File: src/rtl/ddet_pkg.sv
// Shared constants, types and state encoding for the due date cost core.
`timescale 1ns / 1ps

package ddet_pkg;

  // Task store depth and the widths that follow from it
  localparam int MAX_TASKS = 64;
  localparam int IDX_W     = (MAX_TASKS > 1) ? $clog2(MAX_TASKS) : 1;
  localparam int CNT_W     = $clog2(MAX_TASKS + 1);

  // Fixed field widths
  localparam int TIME_W = 32;
  localparam int COST_W = 64;
  localparam int PT_W   = 16;
  localparam int PEN_W  = 16;
  localparam int PROD_W = PEN_W + TIME_W;

  // One stored task
  typedef struct packed {
    logic [PT_W-1:0]  ptime;
    logic [PEN_W-1:0] early;
    logic [PEN_W-1:0] late;
  } task_t;

  // Control from the sequencer to the cost pipeline
  typedef struct packed {
    logic              clear;
    logic [TIME_W-1:0] start;
    logic              feed;
  } cu_ctl_t;

  // Sequencer states
  typedef enum logic [2:0] {
    ST_IDLE,
    ST_EVAL,
    ST_DRAIN,
    ST_PFX_RD,
    ST_PFX_WAIT,
    ST_DONE
  } state_t;

endpackage

File: src/rtl/ddet_cost_unit.sv
// Pipelined cost accumulator: one task word per cycle, weighted deviation summed.
`timescale 1ns / 1ps

module ddet_cost_unit import ddet_pkg::*; (
  input  logic              clk,
  input  logic              rst_n,
  input  cu_ctl_t           ctl,
  input  task_t             task_word,
  input  logic [TIME_W-1:0] due,
  output logic [COST_W-1:0] cost,
  output logic              busy
);

  logic [TIME_W-1:0] now_r, now_nxt;
  logic [PEN_W-1:0]  ep1_r, lp1_r;
  logic              v1_r, v2_r, v3_r;
  logic [TIME_W-1:0] diff2_r, diff2_nxt;
  logic [PEN_W-1:0]  pen2_r, pen2_nxt;
  logic [PROD_W-1:0] prod3_r;
  logic [COST_W-1:0] acc_r;

  // Stage 1: advance the completion time
  assign now_nxt = now_r + {{(TIME_W-PT_W){1'b0}}, task_word.ptime};

  always_ff @(posedge clk) begin
    if (ctl.clear) begin
      now_r <= ctl.start;
    end else if (ctl.feed) begin
      now_r <= now_nxt;
    end
    ep1_r <= task_word.early;
    lp1_r <= task_word.late;
  end

  // Stage 2: pick deviation and matching penalty
  always_comb begin
    if (now_r < due) begin
      diff2_nxt = due - now_r;
      pen2_nxt  = ep1_r;
    end else if (now_r > due) begin
      diff2_nxt = now_r - due;
      pen2_nxt  = lp1_r;
    end else begin
      diff2_nxt = '0;
      pen2_nxt  = '0;
    end
  end

  always_ff @(posedge clk) begin
    diff2_r <= diff2_nxt;
    pen2_r  <= pen2_nxt;
    // Stage 3: weight the deviation
    prod3_r <= PROD_W'(pen2_r) * PROD_W'(diff2_r);
  end

  // Stage 4: accumulate
  always_ff @(posedge clk) begin
    if (ctl.clear) begin
      acc_r <= '0;
    end else if (v3_r) begin
      acc_r <= acc_r + {{(COST_W-PROD_W){1'b0}}, prod3_r};
    end
  end

  // Track words in flight
  always_ff @(posedge clk) begin
    if (!rst_n) begin
      v1_r <= 1'b0;
      v2_r <= 1'b0;
      v3_r <= 1'b0;
    end else begin
      v1_r <= ctl.feed;
      v2_r <= v1_r;
      v3_r <= v2_r;
    end
  end

  assign cost = acc_r;
  assign busy = v1_r | v2_r | v3_r;

endmodule

File: config.mk
export PLATFORM = sky130hd
export DESIGN_NAME = ddet_cost_unit
export DESIGN_NICKNAME = d
export VERILOG_FILES = /design/src/rtl/ddet_pkg.sv /design/src/rtl/ddet_cost_unit.sv
export SDC_FILE = /design/constraint.sdc
export NUM_CORES = 2
export LEC_CHECK = 0
export ABC_AREA = 0
export BUFFER_PORTS_ARGS = -buffer_cell sky130_fd_sc_hd__buf_2
export CORE_MARGIN = 8
export CORE_UTILIZATION = 25
export DETAILED_ROUTE_END_ITERATION = 10
export MAX_ROUTING_LAYER = met4
export PLACE_DENSITY = 0.51
export SETUP_SLACK_MARGIN = 0.02
export SLEW_MARGIN = 15
export SYNTH_ARGS = -nofsm -noshare
export SYNTH_HDL_FRONTEND = slang
export SYNTH_SLANG_ARGS = --single-unit
File: constraint.sdc
create_clock -name clk -period 6.06 [get_ports clk]
set_input_delay 0.606 -clock clk [delete_from_list [all_inputs] [get_ports clk]]
set_output_delay 0.606 -clock clk [all_outputs]
set_load 0.05 [all_outputs]
Yosys cells after proc, flatten, opt, wreduce, memory -nomap -nowiden
Index checks and enable logic that the tools add are counted.
Widths: inputs -> output; s select.
{"block": "totals", "reg_bits": 227, "latchBits": 0, "ramBits": 0, "mem_bits_ro": 0, "in_bits": 116, "mem_count": 0}
{"block": "op_classes", "add_sub_neg": 4, "mul": 1, "n_div": 0, "order_cmp": 2, "n_eq_ne": 0, "shifts": 0, "muxes": 6, "n_bitwise": 2, "reduce_logical": 1}
{"op": "$mux 32", "n": 4}
{"op": "$add 64x48->64", "n": 1}
{"op": "$sub 32x32->32", "n": 2}
{"op": "$mul 16x32->48", "n": 1}
{"op": "$add 32x16->32", "n": 1}
{"op": "$gt 32x32->1", "n": 1}
{"op": "$lt 32x32->1", "n": 1}
{"op": "$mux 16", "n": 2}
{"op": "$or 1x1->1", "n": 2}
{"op": "$reduce_bool 2->1", "n": 1}

Depth between registers and ports, before layout
{"block": "logic_depth", "ltp_word": 3, "mapped_depth": 26}

Least setup slack after synthesis
Ideal clock, no wire load.
{"block": "synth_timing", "kind": "reg2reg", "from": "register diff2_r[19]", "to": "register prod3_r[37]", "arrival_ns": 5.942, "required_ns": 5.936, "path_slack_ns": -0.006, "path_stages_with_launch": 24, "path_buffers": 2, "period_less_slack_ns": 6.066, "path_cell_list": "dfxtp_1 -> clkbuf_1 -> nand2_1 -> fa_1 -> fa_1 -> fa_1 -> inv_1 -> fa_1 -> fa_1 -> inv_1 -> fa_1 -> inv_1 -> ha_1 -> clkbuf_1 -> and3_1 -> o211ai_1 -> a211oi_1 -> o21ai_0 -> and2b_1 -> o31ai_1 -> a21o_1 -> a21o_1 -> a31oi_1 -> xnor2_1"}
{"block": "synth_via", "elab_chain_len": 1}
{"item": "start: declaration", "line_no": "ddet_cost_unit.sv:17", "source": "logic [TIME_W-1:0] diff2_r, diff2_nxt;"}
{"item": "start signal: assignment", "line_no": "ddet_cost_unit.sv:50", "source": "diff2_r <= diff2_nxt;"}
{"item": "$mul 16x32->48", "line_no": "ddet_cost_unit.sv:53", "source": "prod3_r <= PROD_W'(pen2_r) * PROD_W'(diff2_r);"}
{"item": "end signal: assignment", "line_no": "ddet_cost_unit.sv:53"}
{"item": "end: declaration", "line_no": "ddet_cost_unit.sv:19", "source": "logic [PROD_W-1:0] prod3_r;"}
No other way between the ends.
A chain may end at the register's enable or synchronous reset.

Final worst setup path
{"block": "layout_timing", "from": "register diff2_r[9]", "to": "register prod3_r[46]"}
The elaborated chain is that of the path after synthesis.

==> results_tabular.tex <==
\begin{tabular}{lr}
\hline
Metric & Value \\
\hline
\multicolumn{2}{l}{\textbf{Detailed routing}} \\
Avg Vias per Cell & 4.55 \\
Detailed-route wire length per cell & 16.7 um \\
DRT Wirelength & 90700 um \\
Overall via count from detail\_route & 24600 \\
Total iterations of the first detailed-routing run & 5 \\
DRC violation total after the first TritonRoute iteration & 1290 \\
ANT nets after route & 0 \\
Drt drc & 0 \\
\multicolumn{2}{l}{\textbf{Clock tree}} \\
CTS tree & built \\
Cell chosen for the clock root & sky130\_fd\_sc\_hd\_\_clkbuf\_16 \\
Maximum buffer depth of the clock tree & 3 \\
CTS H-tree depth & 1 \\
Clock-pin slew on the worst setup and hold paths & 70 ps \\
Number of sinks on the clock net & 227 \\
Worst-Skew Late Latency & 640 ps \\
Number of buffers inserted during clock tree synthesis & 31 \\
\multicolumn{2}{l}{\textbf{Die}} \\
Vert. Die Dim & 363 um \\
Total core area & 0.119 mm2 \\
Width of the chip & 363 um \\
Row count & 127 \\
Die area & 0.131 mm2 \\
Initial core utilization & 25.1\% \\
I/O pin count & 181 \\
\multicolumn{2}{l}{\textbf{GRT}} \\
Via count of the first global-routing pass & 25400 \\
Global-route wire length before repair & 143000 um \\
Aggregate global routing overflow & 0 \\
Antenna violations before repair & 11 \\
Largest net degree at the start of global routing & 71 \\
Overall track demand over capacity in global routing & 13.9\% \\
\multicolumn{2}{l}{\textbf{Setup path}} \\
Required time of the worst setup path & 6610 ps \\
Cell repeated most along the worst path & sky130\_fd\_sc\_hd\_\_fa\_1 \\
Cells traversed along the worst timing path & buf\_12, buf\_12, nand2\_4, fa\_1, inv\_1, fa\_1, fa\_2, fa\_2, fa\_1, inv\_2, fa\_1, inv\_2, ha\_4, nand2\_2, o21a\_1, nor2b\_4, o31a\_1, a211oi\_2, buf\_4, nor2\_4, o211a\_4, nand2b\_4, o21ai\_4, xor2\_2 \\
Arrival time of the worst setup path & 6530 ps \\
Critical-path cell with the highest stage delay & sky130\_fd\_sc\_hd\_\_fa\_2 \\
Max stage delay on crit path & 620 ps \\
Worst setup path startpoint & diff2\_r[9]\$\_DFF\_P\_ \\
Reg2reg setup slack & 80 ps \\
Nature of the critical path startpoint & flop \\
Worst-path maximum fanout & 6 \\
Start of the worst register-to-register path & diff2\_r[9]\$\_DFF\_P\_ \\
Endpoint kind of the worst setup timing path & flop \\
Kind of critical path & flop to flop \\
\multicolumn{2}{l}{\textbf{Timing}} \\
Clk\_skew & 54.1 ps \\
Final count of negative-setup-slack endpoints & 0 \\
Number of pins with negative max-slew slack in the final report & 0 \\
Crit path setup slack, layout & 81.3 ps \\
Worst hold-check slack & 112 ps \\
Max Freq & 167 MHz \\
Max-slew headroom & 40.1\% \\
Worst slew pin tran & 898 ps \\
Hold violation total from the final report & 0 \\
Final Cycle Share & 98.7\% \\
RSZ-0062 raised after global routing & yes \\
Minimum period implied by the final worst setup slack & 5980 ps \\
\multicolumn{2}{l}{\textbf{Yosys}} \\
Mapped Cells & 3484 \\
Post-synthesis sequential area ratio & 16.2\% \\
Yosys top cell by area & sky130\_fd\_sc\_hd\_\_fa\_1 \\
Top-area cell type share of the netlist area & 28.1\% \\
Synth Area per Inst & 8.62 um2 \\
Warnings from Yosys & 0 \\
Most common flop cell mapped by yosys & sky130\_fd\_sc\_hd\_\_dfxtp\_1 \\
Number of enable flip-flop cells after synthesis & 32 \\
Register bit count reported by yosys & 227 \\
Main area contributors after synthesis & sky130\_fd\_sc\_hd\_\_fa\_1 28\%, sky130\_fd\_sc\_hd\_\_dfxtp\_1 13\%, sky130\_fd\_sc\_hd\_\_ha\_1 10\% \\
Netlist cell types & 86 \\
Most frequent cell after synthesis & sky130\_fd\_sc\_hd\_\_inv\_1 \\
Async SR Flop Fraction & 0\% \\
Synth Net Count & 4269 \\
Post-synthesis instance area & 0.0300 mm2 \\
Ranking of synthesized cells by instance count & 545 x sky130\_fd\_sc\_hd\_\_inv\_1, 436 x sky130\_fd\_sc\_hd\_\_nand2\_1, 422 x sky130\_fd\_sc\_hd\_\_fa\_1, 247 x sky130\_fd\_sc\_hd\_\_ha\_1, 234 x sky130\_fd\_sc\_hd\_\_and2\_1 \\
\multicolumn{2}{l}{\textbf{Placement}} \\
Port-buffer cells & 180 \\
DP HPWL & 75700 um \\
Pre-CTS setup slack & -580 ps \\
Final RePlAce weighted congestion & 0.866 \\
\multicolumn{2}{l}{\textbf{Layout}} \\
Area Overhead vs Synth & 21.4\% \\
Utilization after layout & 30.5\% \\
Number of fillers in the final layout & 12800 \\
Number of nets in the finished design & 4566 \\
Share of post-route cells with drive strength above 1 & 17.2\% \\
\multicolumn{2}{l}{\textbf{Job}} \\
\# Max-Cap Violations & 0 \\
\multicolumn{2}{l}{\textbf{Min path}} \\
Hold/Removal Path Class & primary input to flop \\
Launch instance of the worst min-delay path & task\_word[6] \\
\multicolumn{2}{l}{\textbf{Status}} \\
Result of the run & finished, final reports clean \\
\hline
\end{tabular}
[through the flow]
step	cell area (um2)	std cells	TNS [ps]
floorplan	30000	3484	0
global placement	34400	5337	-5640
detailed placement	34400	5337	-5880
CTS	36000	5405	-80.1
global route	36500	5418	-782
finish	36500	5418	0
[sequential cells by signal, summed over array words and instances, names as in the netlist]
register / flops
cost: 64
diff2_r: 32
ep1_r: 16
lp1_r: 16
now_r: 32
pen2_r: 16
prod3_r: 48
v1_r: 1
v2_r: 1
v3_r: 1
[final timing paths]
path	to	depth (start not counted)
max reg2reg	prod3_r[46]$_DFF_P_	24
min reg2reg	pen2_r[14]$_DFF_P_	1
max	prod3_r[46]$_DFF_P_	24
min	lp1_r[6]$_DFF_P_	1
[repair_timing]
action                                 4_1_cts  5_1_grt
pin swaps                                   55       76
resized for setup                          103       99
setup endpoints to repair                   19       20
hold buffers                                 0        0
gates cloned                                 0        0
setup buffers                               14       12
endpoints found under the hold margin        0        0
[cells in the final DEF, fill, tap and decap left out, types with 14 or more instances in the layout]
master	n
sky130_fd_sc_hd__a211oi_1	25
sky130_fd_sc_hd__a21o_1	89
sky130_fd_sc_hd__a21oi_1	175
sky130_fd_sc_hd__a21oi_2	15
sky130_fd_sc_hd__a221oi_1	14
sky130_fd_sc_hd__a22o_1	18
sky130_fd_sc_hd__a31oi_1	22
sky130_fd_sc_hd__and2_1	233
sky130_fd_sc_hd__and3_1	19
sky130_fd_sc_hd__buf_12	35
sky130_fd_sc_hd__buf_2	179
sky130_fd_sc_hd__buf_4	203
sky130_fd_sc_hd__buf_6	14
sky130_fd_sc_hd__clkbuf_16	31
sky130_fd_sc_hd__dfxtp_1	168
sky130_fd_sc_hd__dfxtp_2	19
sky130_fd_sc_hd__edfxtp_1	32
sky130_fd_sc_hd__fa_1	404
sky130_fd_sc_hd__fa_2	18
sky130_fd_sc_hd__ha_1	230
sky130_fd_sc_hd__ha_4	17
sky130_fd_sc_hd__inv_1	533
sky130_fd_sc_hd__mux2i_1	24
sky130_fd_sc_hd__nand2_1	430
sky130_fd_sc_hd__nand2b_1	26
sky130_fd_sc_hd__nand3_1	38
sky130_fd_sc_hd__nand4_1	32
sky130_fd_sc_hd__nor2_1	131
sky130_fd_sc_hd__nor2b_1	23
sky130_fd_sc_hd__nor3_1	21
sky130_fd_sc_hd__o21a_1	21
sky130_fd_sc_hd__o21ai_0	129
sky130_fd_sc_hd__o21ai_1	16
sky130_fd_sc_hd__o21bai_1	23
sky130_fd_sc_hd__o22ai_1	15
sky130_fd_sc_hd__xnor2_1	73
sky130_fd_sc_hd__xor2_1	49
[cell families (layout without fill, tap and decap cells)]
group | count (synthesis) | in the layout | share of synthesized area (%)
AND/OR/NAND/NOR | 1035 | 1035 | 16.8
buffers and inverters | 714 | 1034 | 9.07
AO/OA/AOI/OAI | 685 | 685 | 14.9
adder cells (fa/ha/maj) | 669 | 669 | 38.4
flip-flops | 227 | 227 | 16.2
XOR/XNOR | 124 | 124 | 3.62
multiplexers | 30 | 30 | 1.02
other | 0 | 2 | 0
[final cells by class]
type                       count  area [um2]  area share [%]
timing repair buffer         433        3310            9.07
sequential                   227        4920            13.5
clock buffer                  37         818            2.24
clock inverter                19         278           0.762
inverter                     545        2050            5.61
tap                         1612        2020            5.53
multi-input combinational   2543       23100            63.3
antenna                        2        5.00          0.0137
[worst max-delay path: cells and delay by family, from the launching register on]
family          cells  cell delay, ps
buf+inv             6             570
simple gates        5             430
flops               1             340
xor+xnor            1             180
fa+ha+maj           7            3350
compound gates      5            1020
[layer usage]
layer  wire [um]  global-route usage (%)
met1       41300                    18.0
met2       43000                    22.9
met3        4310                    1.95
met4        2060                    3.10
met5           0                       -
Power is left out: the tool's default activity adds up to more than one toggle a clock period on the data nets, which glitch-free logic cannot reach.
